==> config.mk <==
export PLATFORM = sky130hd
export DESIGN_NAME = content_pattern_hex_decoder_unit
export DESIGN_NICKNAME = d
export VERILOG_FILES = /design/src/cpdu_pkg.sv /design/src/cpdu_front.sv /design/src/cpdu_queue.sv /design/src/cpdu_back.sv /design/src/content_pattern_hex_decoder_unit.sv
export SDC_FILE = /design/constraint.sdc
export NUM_CORES = 1
export LEC_CHECK = 0
export ABC_CLOCK_PERIOD_IN_PS = 6100
export BUFFER_PORTS_ARGS = -buffer_cell sky130_fd_sc_hd__buf_4
export CAP_MARGIN = 20
export CORE_MARGIN = 3
export CORE_UTILIZATION = 50
export DETAILED_ROUTE_END_ITERATION = 7
export GPL_TIMING_DRIVEN = 0
export HOLD_SLACK_MARGIN = 0.12
export PLACE_DENSITY = 0.68
export SETUP_SLACK_MARGIN = 0.4
export SYNTH_ARGS = -nofsm -noshare
export SYNTH_HDL_FRONTEND = slang
export SYNTH_HIERARCHICAL = 1
export SYNTH_SLANG_ARGS = --single-unit
==> constraint.sdc <==
create_clock -name clock -period 6.1 [get_ports clock]
set_input_delay 1.22 -clock clock [delete_from_list [all_inputs] [get_ports clock]]
set_output_delay 1.22 -clock clock [all_outputs]
set_load 0.005 [all_outputs]
==> src/cpdu_pkg.sv <==
// ----------------------------------------------------------------------------
// cpdu_pkg
// Shared types, codes and helpers for the content pattern hex decoder.
// ----------------------------------------------------------------------------
package cpdu_pkg;

   localparam int CountW     = 13;
   localparam int QueueDepth = 4;
   localparam int QPtrW      = $clog2(QueueDepth);

   localparam logic [7:0] CharPipe      = 8'h7C;
   localparam logic [7:0] CharBackslash = 8'h5C;

   localparam logic [1:0] StatusOk      = 2'd0;
   localparam logic [1:0] StatusEmpty   = 2'd1;
   localparam logic [1:0] StatusBadHex  = 2'd2;
   localparam logic [1:0] StatusTrunc   = 2'd3;

   // one queue entry: what a single request leaves for the output side
   typedef struct packed {
      logic              has_byte;
      logic [7:0]        data_byte;
      logic              has_sum;
      logic [CountW-1:0] byte_count;
      logic [1:0]        status;
   } entry_type;

   typedef struct packed {
      logic       ok;
      logic [3:0] value;
   } hex_type;

   function automatic hex_type hex_decode(input logic [7:0] c);
      hex_type r;
      r.ok    = 1'b1;
      r.value = 4'd0;
      if (c >= 8'h30 && c <= 8'h39) begin
         r.value = 4'(c - 8'h30);
      end else if (c >= 8'h61 && c <= 8'h66) begin
         r.value = 4'(c - 8'h57);
      end else if (c >= 8'h41 && c <= 8'h46) begin
         r.value = 4'(c - 8'h37);
      end else begin
         r.ok = 1'b0;
      end
      return r;
   endfunction

endpackage

==> src/cpdu_front.sv <==
// ----------------------------------------------------------------------------
// cpdu_front
// Per-character parser: tracks literal/hex mode, byte count and errors, and
// pushes one queue entry for each request that yields a byte or a summary.
// ----------------------------------------------------------------------------
module cpdu_front #(
   parameter int MAX_LEN = 4096
) (
   input  logic                clock,
   input  logic                reset,
   input  logic                accept,
   input  logic [7:0]          char_in,
   input  logic                end_of_text,
   output logic                push,
   output cpdu_pkg::entry_type push_entry
);

   localparam int CntW = $clog2(MAX_LEN + 1);

   typedef enum logic [1:0] {
      MODE_LIT,
      MODE_HI,
      MODE_LO,
      MODE_SEP
   } mode_type;

   mode_type        mode_ff, mode_in;
   logic            bs_ff, bs_in;
   logic [3:0]      nib_ff, nib_in;
   logic [CntW-1:0] cnt_ff, cnt_in;
   logic            err_ff, err_in;

   cpdu_pkg::hex_type hex;
   logic              want_byte;
   logic              emit;
   logic [7:0]        byte_val;
   logic [1:0]        status;
   logic [CntW+cpdu_pkg::CountW-1:0] cnt_ext;

   assign hex = cpdu_pkg::hex_decode(char_in);

   always_comb begin
      mode_in   = mode_ff;
      bs_in     = bs_ff;
      nib_in    = nib_ff;
      err_in    = err_ff;
      want_byte = 1'b0;
      byte_val  = char_in;
      case (mode_ff)
         MODE_LIT: begin
            if (char_in == cpdu_pkg::CharPipe && !bs_ff) begin
               mode_in = MODE_HI;
               bs_in   = 1'b0;
            end else begin
               want_byte = 1'b1;
               bs_in     = (char_in == cpdu_pkg::CharBackslash);
            end
         end
         MODE_HI: begin
            if (!hex.ok) err_in = 1'b1;
            nib_in  = hex.value;
            mode_in = MODE_LO;
         end
         MODE_LO: begin
            if (!hex.ok) err_in = 1'b1;
            want_byte = 1'b1;
            byte_val  = {nib_ff, hex.value};
            mode_in   = MODE_SEP;
         end
         MODE_SEP: begin
            mode_in = (char_in == cpdu_pkg::CharPipe) ? MODE_LIT : MODE_HI;
            bs_in   = 1'b0;
         end
         default: begin
            mode_in = MODE_LIT;
         end
      endcase

      // saturated count drops further bytes
      emit   = want_byte && (cnt_ff != CntW'(MAX_LEN));
      cnt_in = cnt_ff + CntW'(emit);

      if (err_in) begin
         status = cpdu_pkg::StatusBadHex;
      end else if (mode_in == MODE_HI || mode_in == MODE_LO) begin
         status = cpdu_pkg::StatusTrunc;
      end else if (cnt_in == '0) begin
         status = cpdu_pkg::StatusEmpty;
      end else begin
         status = cpdu_pkg::StatusOk;
      end
   end

   assign cnt_ext = {{cpdu_pkg::CountW{1'b0}}, cnt_in};

   assign push                  = accept && (emit || end_of_text);
   assign push_entry.has_byte   = emit;
   assign push_entry.data_byte  = byte_val;
   assign push_entry.has_sum    = end_of_text;
   assign push_entry.byte_count = cnt_ext[cpdu_pkg::CountW-1:0];
   assign push_entry.status     = status;

   always_ff @(posedge clock) begin
      if (reset) begin
         mode_ff <= MODE_LIT;
         bs_ff   <= 1'b0;
         nib_ff  <= 4'd0;
         cnt_ff  <= '0;
         err_ff  <= 1'b0;
      end else if (accept) begin
         if (end_of_text) begin
            mode_ff <= MODE_LIT;
            bs_ff   <= 1'b0;
            nib_ff  <= 4'd0;
            cnt_ff  <= '0;
            err_ff  <= 1'b0;
         end else begin
            mode_ff <= mode_in;
            bs_ff   <= bs_in;
            nib_ff  <= nib_in;
            cnt_ff  <= cnt_in;
            err_ff  <= err_in;
         end
      end
   end

endmodule

==> src/cpdu_queue.sv <==
// ----------------------------------------------------------------------------
// cpdu_queue
// Small FIFO of parsed entries between the parser and the output stage.
// ----------------------------------------------------------------------------
module cpdu_queue (
   input  logic                clock,
   input  logic                reset,
   input  logic                push,
   input  cpdu_pkg::entry_type push_entry,
   input  logic                pop,
   output logic                full,
   output logic                not_empty,
   output cpdu_pkg::entry_type head
);

   cpdu_pkg::entry_type slot_ff [cpdu_pkg::QueueDepth];

   logic [cpdu_pkg::QPtrW-1:0] wr_ff, wr_in;
   logic [cpdu_pkg::QPtrW-1:0] rd_ff, rd_in;
   logic [cpdu_pkg::QPtrW:0]   fill_ff, fill_in;
   logic                       do_push, do_pop;

   assign full      = (fill_ff == (cpdu_pkg::QPtrW+1)'(cpdu_pkg::QueueDepth));
   assign not_empty = (fill_ff != '0);
   assign head      = slot_ff[rd_ff];

   assign do_push = push && !full;
   assign do_pop  = pop && not_empty;
   assign wr_in   = wr_ff + cpdu_pkg::QPtrW'(do_push);
   assign rd_in   = rd_ff + cpdu_pkg::QPtrW'(do_pop);
   assign fill_in = fill_ff + (cpdu_pkg::QPtrW+1)'(do_push)
                            - (cpdu_pkg::QPtrW+1)'(do_pop);

   always_ff @(posedge clock) begin
      if (do_push) slot_ff[wr_ff] <= push_entry;
   end

   always_ff @(posedge clock) begin
      if (reset) begin
         wr_ff   <= '0;
         rd_ff   <= '0;
         fill_ff <= '0;
      end else begin
         wr_ff   <= wr_in;
         rd_ff   <= rd_in;
         fill_ff <= fill_in;
      end
   end

endmodule

==> src/cpdu_back.sv <==
// ----------------------------------------------------------------------------
// cpdu_back
// Output stage: holds one entry and sends its byte, then its summary, if present.
// ----------------------------------------------------------------------------
module cpdu_back (
   input  logic                clock,
   input  logic                reset,
   input  logic                q_valid,
   input  cpdu_pkg::entry_type q_head,
   output logic                q_pop,
   output logic                out_valid,
   input  logic                out_ready,
   output logic [7:0]          data_byte,
   output logic                byte_valid,
   output logic                done_res,
   output logic [12:0]         byte_count,
   output logic [1:0]          status
);

   cpdu_pkg::entry_type ent_ff;
   logic                valid_ff;
   logic                sum_phase_ff;   // byte already sent, summary next

   logic show_byte;
   logic fire;
   logic finish;

   assign show_byte = ent_ff.has_byte && !sum_phase_ff;
   assign fire      = valid_ff && out_ready;
   assign finish    = fire && !(show_byte && ent_ff.has_sum);
   assign q_pop     = q_valid && (!valid_ff || finish);

   assign out_valid  = valid_ff;
   assign data_byte  = show_byte ? ent_ff.data_byte : 8'd0;
   assign byte_valid = show_byte;
   assign done_res   = !show_byte;
   assign byte_count = show_byte ? 13'd0 : ent_ff.byte_count;
   assign status     = show_byte ? cpdu_pkg::StatusOk : ent_ff.status;

   always_ff @(posedge clock) begin
      if (q_pop) ent_ff <= q_head;
   end

   always_ff @(posedge clock) begin
      if (reset) begin
         valid_ff     <= 1'b0;
         sum_phase_ff <= 1'b0;
      end else begin
         if (q_pop) begin
            valid_ff     <= 1'b1;
            sum_phase_ff <= 1'b0;
         end else if (finish) begin
            valid_ff     <= 1'b0;
            sum_phase_ff <= 1'b0;
         end else if (fire) begin
            sum_phase_ff <= 1'b1;
         end
      end
   end

endmodule

==> src/content_pattern_hex_decoder_unit.sv <==
// ----------------------------------------------------------------------------
// content_pattern_hex_decoder_unit
// Decodes a hex-escaped content pattern into raw bytes plus a run summary.
// ----------------------------------------------------------------------------
// The unit takes one pattern character per cycle unless the queue is full
// (req_tready low): the parser decides each character in the cycle it is
// accepted and drops the outcome into a four-entry queue. A request yields
// a byte response, a summary response (tlast high) when it carries tlast,
// both, or nothing. The output port sends one response per cycle while
// rsp_tready is high; the queue absorbs the extra response of a request with
// both. Responses are registered in the queue, then in the output stage.
module content_pattern_hex_decoder_unit #(
   parameter int MAX_LEN = 4096
) (
   input  logic        clock,
   input  logic        reset,
   input  logic        req_tvalid,
   output logic        req_tready,
   input  logic [7:0]  req_tdata,   // [7:0] char_in
   input  logic        req_tlast,   // end_of_text
   output logic        rsp_tvalid,
   input  logic        rsp_tready,
   output logic [23:0] rsp_tdata,   // [7:0] data_byte, [20:8] byte_count,
                                    // [22:21] status, [23] zero
   output logic        rsp_tuser,   // [0] byte_valid
   output logic        rsp_tlast    // done_res
);

   logic                accept;
   logic                push;
   cpdu_pkg::entry_type push_entry;
   logic                q_full;
   logic                q_valid;
   logic                q_pop;
   cpdu_pkg::entry_type q_head;
   logic [7:0]          data_byte;
   logic [12:0]         byte_count;
   logic [1:0]          status;

   assign req_tready = !q_full;
   assign accept     = req_tvalid && req_tready;

   cpdu_front #(
      .MAX_LEN (MAX_LEN)
   ) u_front (
      .clock       (clock),
      .reset       (reset),
      .accept      (accept),
      .char_in     (req_tdata),
      .end_of_text (req_tlast),
      .push        (push),
      .push_entry  (push_entry)
   );

   cpdu_queue u_queue (
      .clock      (clock),
      .reset      (reset),
      .push       (push),
      .push_entry (push_entry),
      .pop        (q_pop),
      .full       (q_full),
      .not_empty  (q_valid),
      .head       (q_head)
   );

   cpdu_back u_back (
      .clock      (clock),
      .reset      (reset),
      .q_valid    (q_valid),
      .q_head     (q_head),
      .q_pop      (q_pop),
      .out_valid  (rsp_tvalid),
      .out_ready  (rsp_tready),
      .data_byte  (data_byte),
      .byte_valid (rsp_tuser),
      .done_res   (rsp_tlast),
      .byte_count (byte_count),
      .status     (status)
   );

   assign rsp_tdata = {1'b0, status, byte_count, data_byte};

endmodule

==> flow_summary.toml <==
[status]
status = "complete, no violations"

[grt]
grt_antenna_before_repair = 0
grt_pass1_wl_um = 20200
grt_overflow = 0
globalRouteTotalUtil = 0.184
grt_pass1_vias = 3761
grt_max_degree = 17

[synthesis]
synth_top_area_frac = 0.561
syn_nets = 465
syn_inst = 439
synth_seq_cells = 155
ys.flop_type = "edfxtp_1"
synth_most_common_cell = "edfxtp_1"
yosys_warnings = 6
syn-cell-area_um2 = 6690
synth_seq_area_share = 0.651
synth_top_cell_by_area = "edfxtp_1"
yosysUniqueCellTypes = 60
synth_commonest_cells = "125 x edfxtp_1, 33 x nor2_1, 30 x dfxtp_1, 20 x a21oi_1, 18 x mux4_2"
synth_area_leaders = "edfxtp_1 56%, dfxtp_1 9.0%, mux4_2 6.1%, mux4_1 2.7%, ha_1 2.2%"
syn_area_per_cell_um2 = 15.2
async_reset_ff_frac = 0
synth_enable_flop_cells = 125

[placement]
port_buffers = 37
placed_area_um2 = 7320
pre_cts_ws_ns = 1.34
hpwlAfterDp_um = 8550
place.gp.congestion = 0.877

[critical_path]
worstSetupPathType = "input port to flip-flop"
rrSetupSlack_ns = 2.40
crit_path_cell_trace = "buf_4 -> inv_1 -> ha_1 -> nand4_1 -> or3_1 -> a21oi_1 -> a31oi_1 -> ha_1 -> ha_1 -> clkbuf_1 -> nand2_1 -> nor2_1 -> xor2_1 -> nor3_1 -> nand3_1 -> a221oi_2"
critPathSlowestCell = "a221oi_2"
worst_r2r_endpoint = "u_queue/slot_ff[1][0]$_DFFE_PP_"
path_max_fanout = 7
path_common_cell = "ha_1"
arrival_ns = 4.48
worst_path_largest_cell_delay_ns = 0.40
r2r-start = "u_front/cnt_ff[6]$_SDFFE_PP0P_"
worst_r2r_path_depth = 13
end_kind = "flip-flop"
cp.required_ns = 6.30
cp-start-kind = "input port"

[cells_and_area]
syn_to_final_growth_pct = 18.2
design_area_um2 = 7910
antenna_cells = 0
layout.nets = 529
drive_gt1_frac = 0.262
finalCoreUtilization = 0.614

[timing]
fin_crit_ns = 4.28
fin_crit_sh = 0.702
worst_slew_pin_slew_ns = 0.998
holdWs_ns = 0.489
worst_slack_ns = 1.82
fmax_mhz = 234
hold_viol = 0
relSlewSlack = 0.331
fin_skew_ns = 0.00572
timing.setup.tns_ns = 0
final_max_slew_viol_count = 0
setup_viol = 0
rsz0062_at_grt = "false"

[job]
drv_cap = 0

[detailed_routing]
detail-route-antenna-nets = 0
post_drt_wl_per_cell_um = 18.3
drc = 0
vias_per_cell = 5.54
drt-pass1-iter-count = 5
vias = 3810
routed_wirelength_um = 12600
drt-initial-drc-count = 314

[cts]
tritoncts = "yes"
post_cts_buffers = 0
hold_buffers = 0
root_buffer = "clkbuf_16"
cts_max_path_buffers = 2
h-tree-depth = 4
cts_buffers = 17
cts_resized = 0
clk_pin_slew_worst_paths_ns = 0.06
clk_latency_ns = 0.43
clock_sinks = 155

[floorplanning]
fp.dieH_um = 122
initial_utilization = 0.520
core-area_um2 = 12900
ios = 41
row_count = 41
dieWidth_um = 122
die_area_um2 = 14800

[worst_hold_path]
holdPathStages = 2
hold_class = "flip-flop to flip-flop"
hold_start = "u_front/nib_ff[0]$_SDFFE_PP0P_"
worstHoldEndpoint = "u_front/nib_ff[0]$_SDFFE_PP0P_"

[power_and_ir_drop]
p_per_area_nw_per_um2 = 413
leakage_nw = 2.81
ir_drop_uv = 232
-- layer usage --
metal,track usage,vias up,part of all wire
li1,-,1791,-
met1,0.247,1903,0.45
met2,0.291,101,0.49
met3,0.0464,15,0.053
met4,0.0714,0,0.014
met5,0,-,0
-- power by group --
part / switching [mW] / total [mW] / internal (mW) / leakage (nW)
logic: 0.375 / 0.769 / 0.394 / 1.12
clock network: 0.398 / 1.04 / 0.640 / 0.280
registers: 0.0627 / 1.46 / 1.40 / 1.41
total: 0.836 / 3.27 / 2.43 / 2.81
-- cells in the final DEF, fill, tap and decap left out, types with 4 or more instances in the layout --
cell type	instances
a21oi_1	20
xor2_1	11
o21ai_0	8
clkbuf_16	17
nor2b_1	17
clkbuf_1	13
nor3_1	4
nand2b_1	4
xnor2_1	9
buf_2	6
dfxtp_1	30
mux4_2	18
nand4_1	4
nand2_1	11
clkinv_2	4
nor2_1	33
a31oi_1	4
ha_1	12
and2_4	9
mux4_1	7
and2_1	14
buf_4	40
nand3_1	7
mux2_2	6
inv_1	10
edfxtp_1	125
buf_6	9
-- worst max path at each step --
stage | from | end | slack, ns
2_1_floorplan | req_tdata[0] | u_queue/slot_ff[1][0]$_DFFE_PP_ | 1.54
3_3_place_gp | req_tdata[0] | u_queue/slot_ff[2][11]$_DFFE_PP_ | -0.41
3_5_place_dp | req_tdata[0] | u_queue/slot_ff[3][0]$_DFFE_PP_ | 1.34
4_1_cts | req_tdata[0] | u_queue/slot_ff[1][0]$_DFFE_PP_ | 1.78
5_1_grt | req_tdata[0] | u_queue/slot_ff[3][0]$_DFFE_PP_ | 1.48
6_report | req_tdata[0] | u_queue/slot_ff[1][0]$_DFFE_PP_ | 1.82
-- sequential cells by signal, summed over array words and instances, names as in the netlist --
| name | flops |
|---|---|
| u_queue/slot_ff | 100 |
| u_back/ent_ff | 25 |
| u_front/cnt_ff | 13 |
| u_front/nib_ff | 4 |
| u_queue/fill_ff | 3 |
| u_front/mode_ff | 2 |
| u_queue/rd_ff | 2 |
| u_queue/wr_ff | 2 |
| u_back/out_valid | 1 |
| u_back/sum_phase_ff | 1 |
| u_front/bs_ff | 1 |
| u_front/err_ff | 1 |
-- logic make-up (layout without fill, tap and decap cells) --
group,Yosys count,count (layout),share of synthesized area
buffers and inverters,37,114,0.0327
XOR/XNOR,20,20,0.0262
adder cells (fa/ha/maj),13,13,0.0254
flip-flops,155,155,0.651
AND/OR/NAND/NOR,128,128,0.111
multiplexers,31,31,0.0982
other,1,1,0.000560
AO/OA/AOI/OAI,54,54,0.0557
-- cell type report --
cell class | instances | area [um2]
inverter | 12 | 50.0
multi-input combinational | 247 | 2130
sequential | 155 | 4350
clock buffer | 20 | 437
buffer | 25 | 169
fill | 974 | 4970
clock inverter | 12 | 150
timing repair buffer | 45 | 400
tap | 172 | 215
-- critical path, delay by kind of cell --
family / cells / cell delay, ns
AOI/OAI and AO/OA: 3 / 0.82
xor gates and xnor gates: 1 / 0.23
adders and majority gates: 3 / 0.62
buffers and inverters: 3 / 0.43
and+or+nand+nor: 6 / 1.15
-- per-stage QoR --
stage / power (mW) / instances
finish: 3.27 / 688
global route: 3.41 / 688
CTS: 3.31 / 688
detailed placement: 2.26 / 656
global placement: 2.18 / 648
floorplan: 1.96 / 439
No activity file was read; power rests on OpenSTA's default activity.
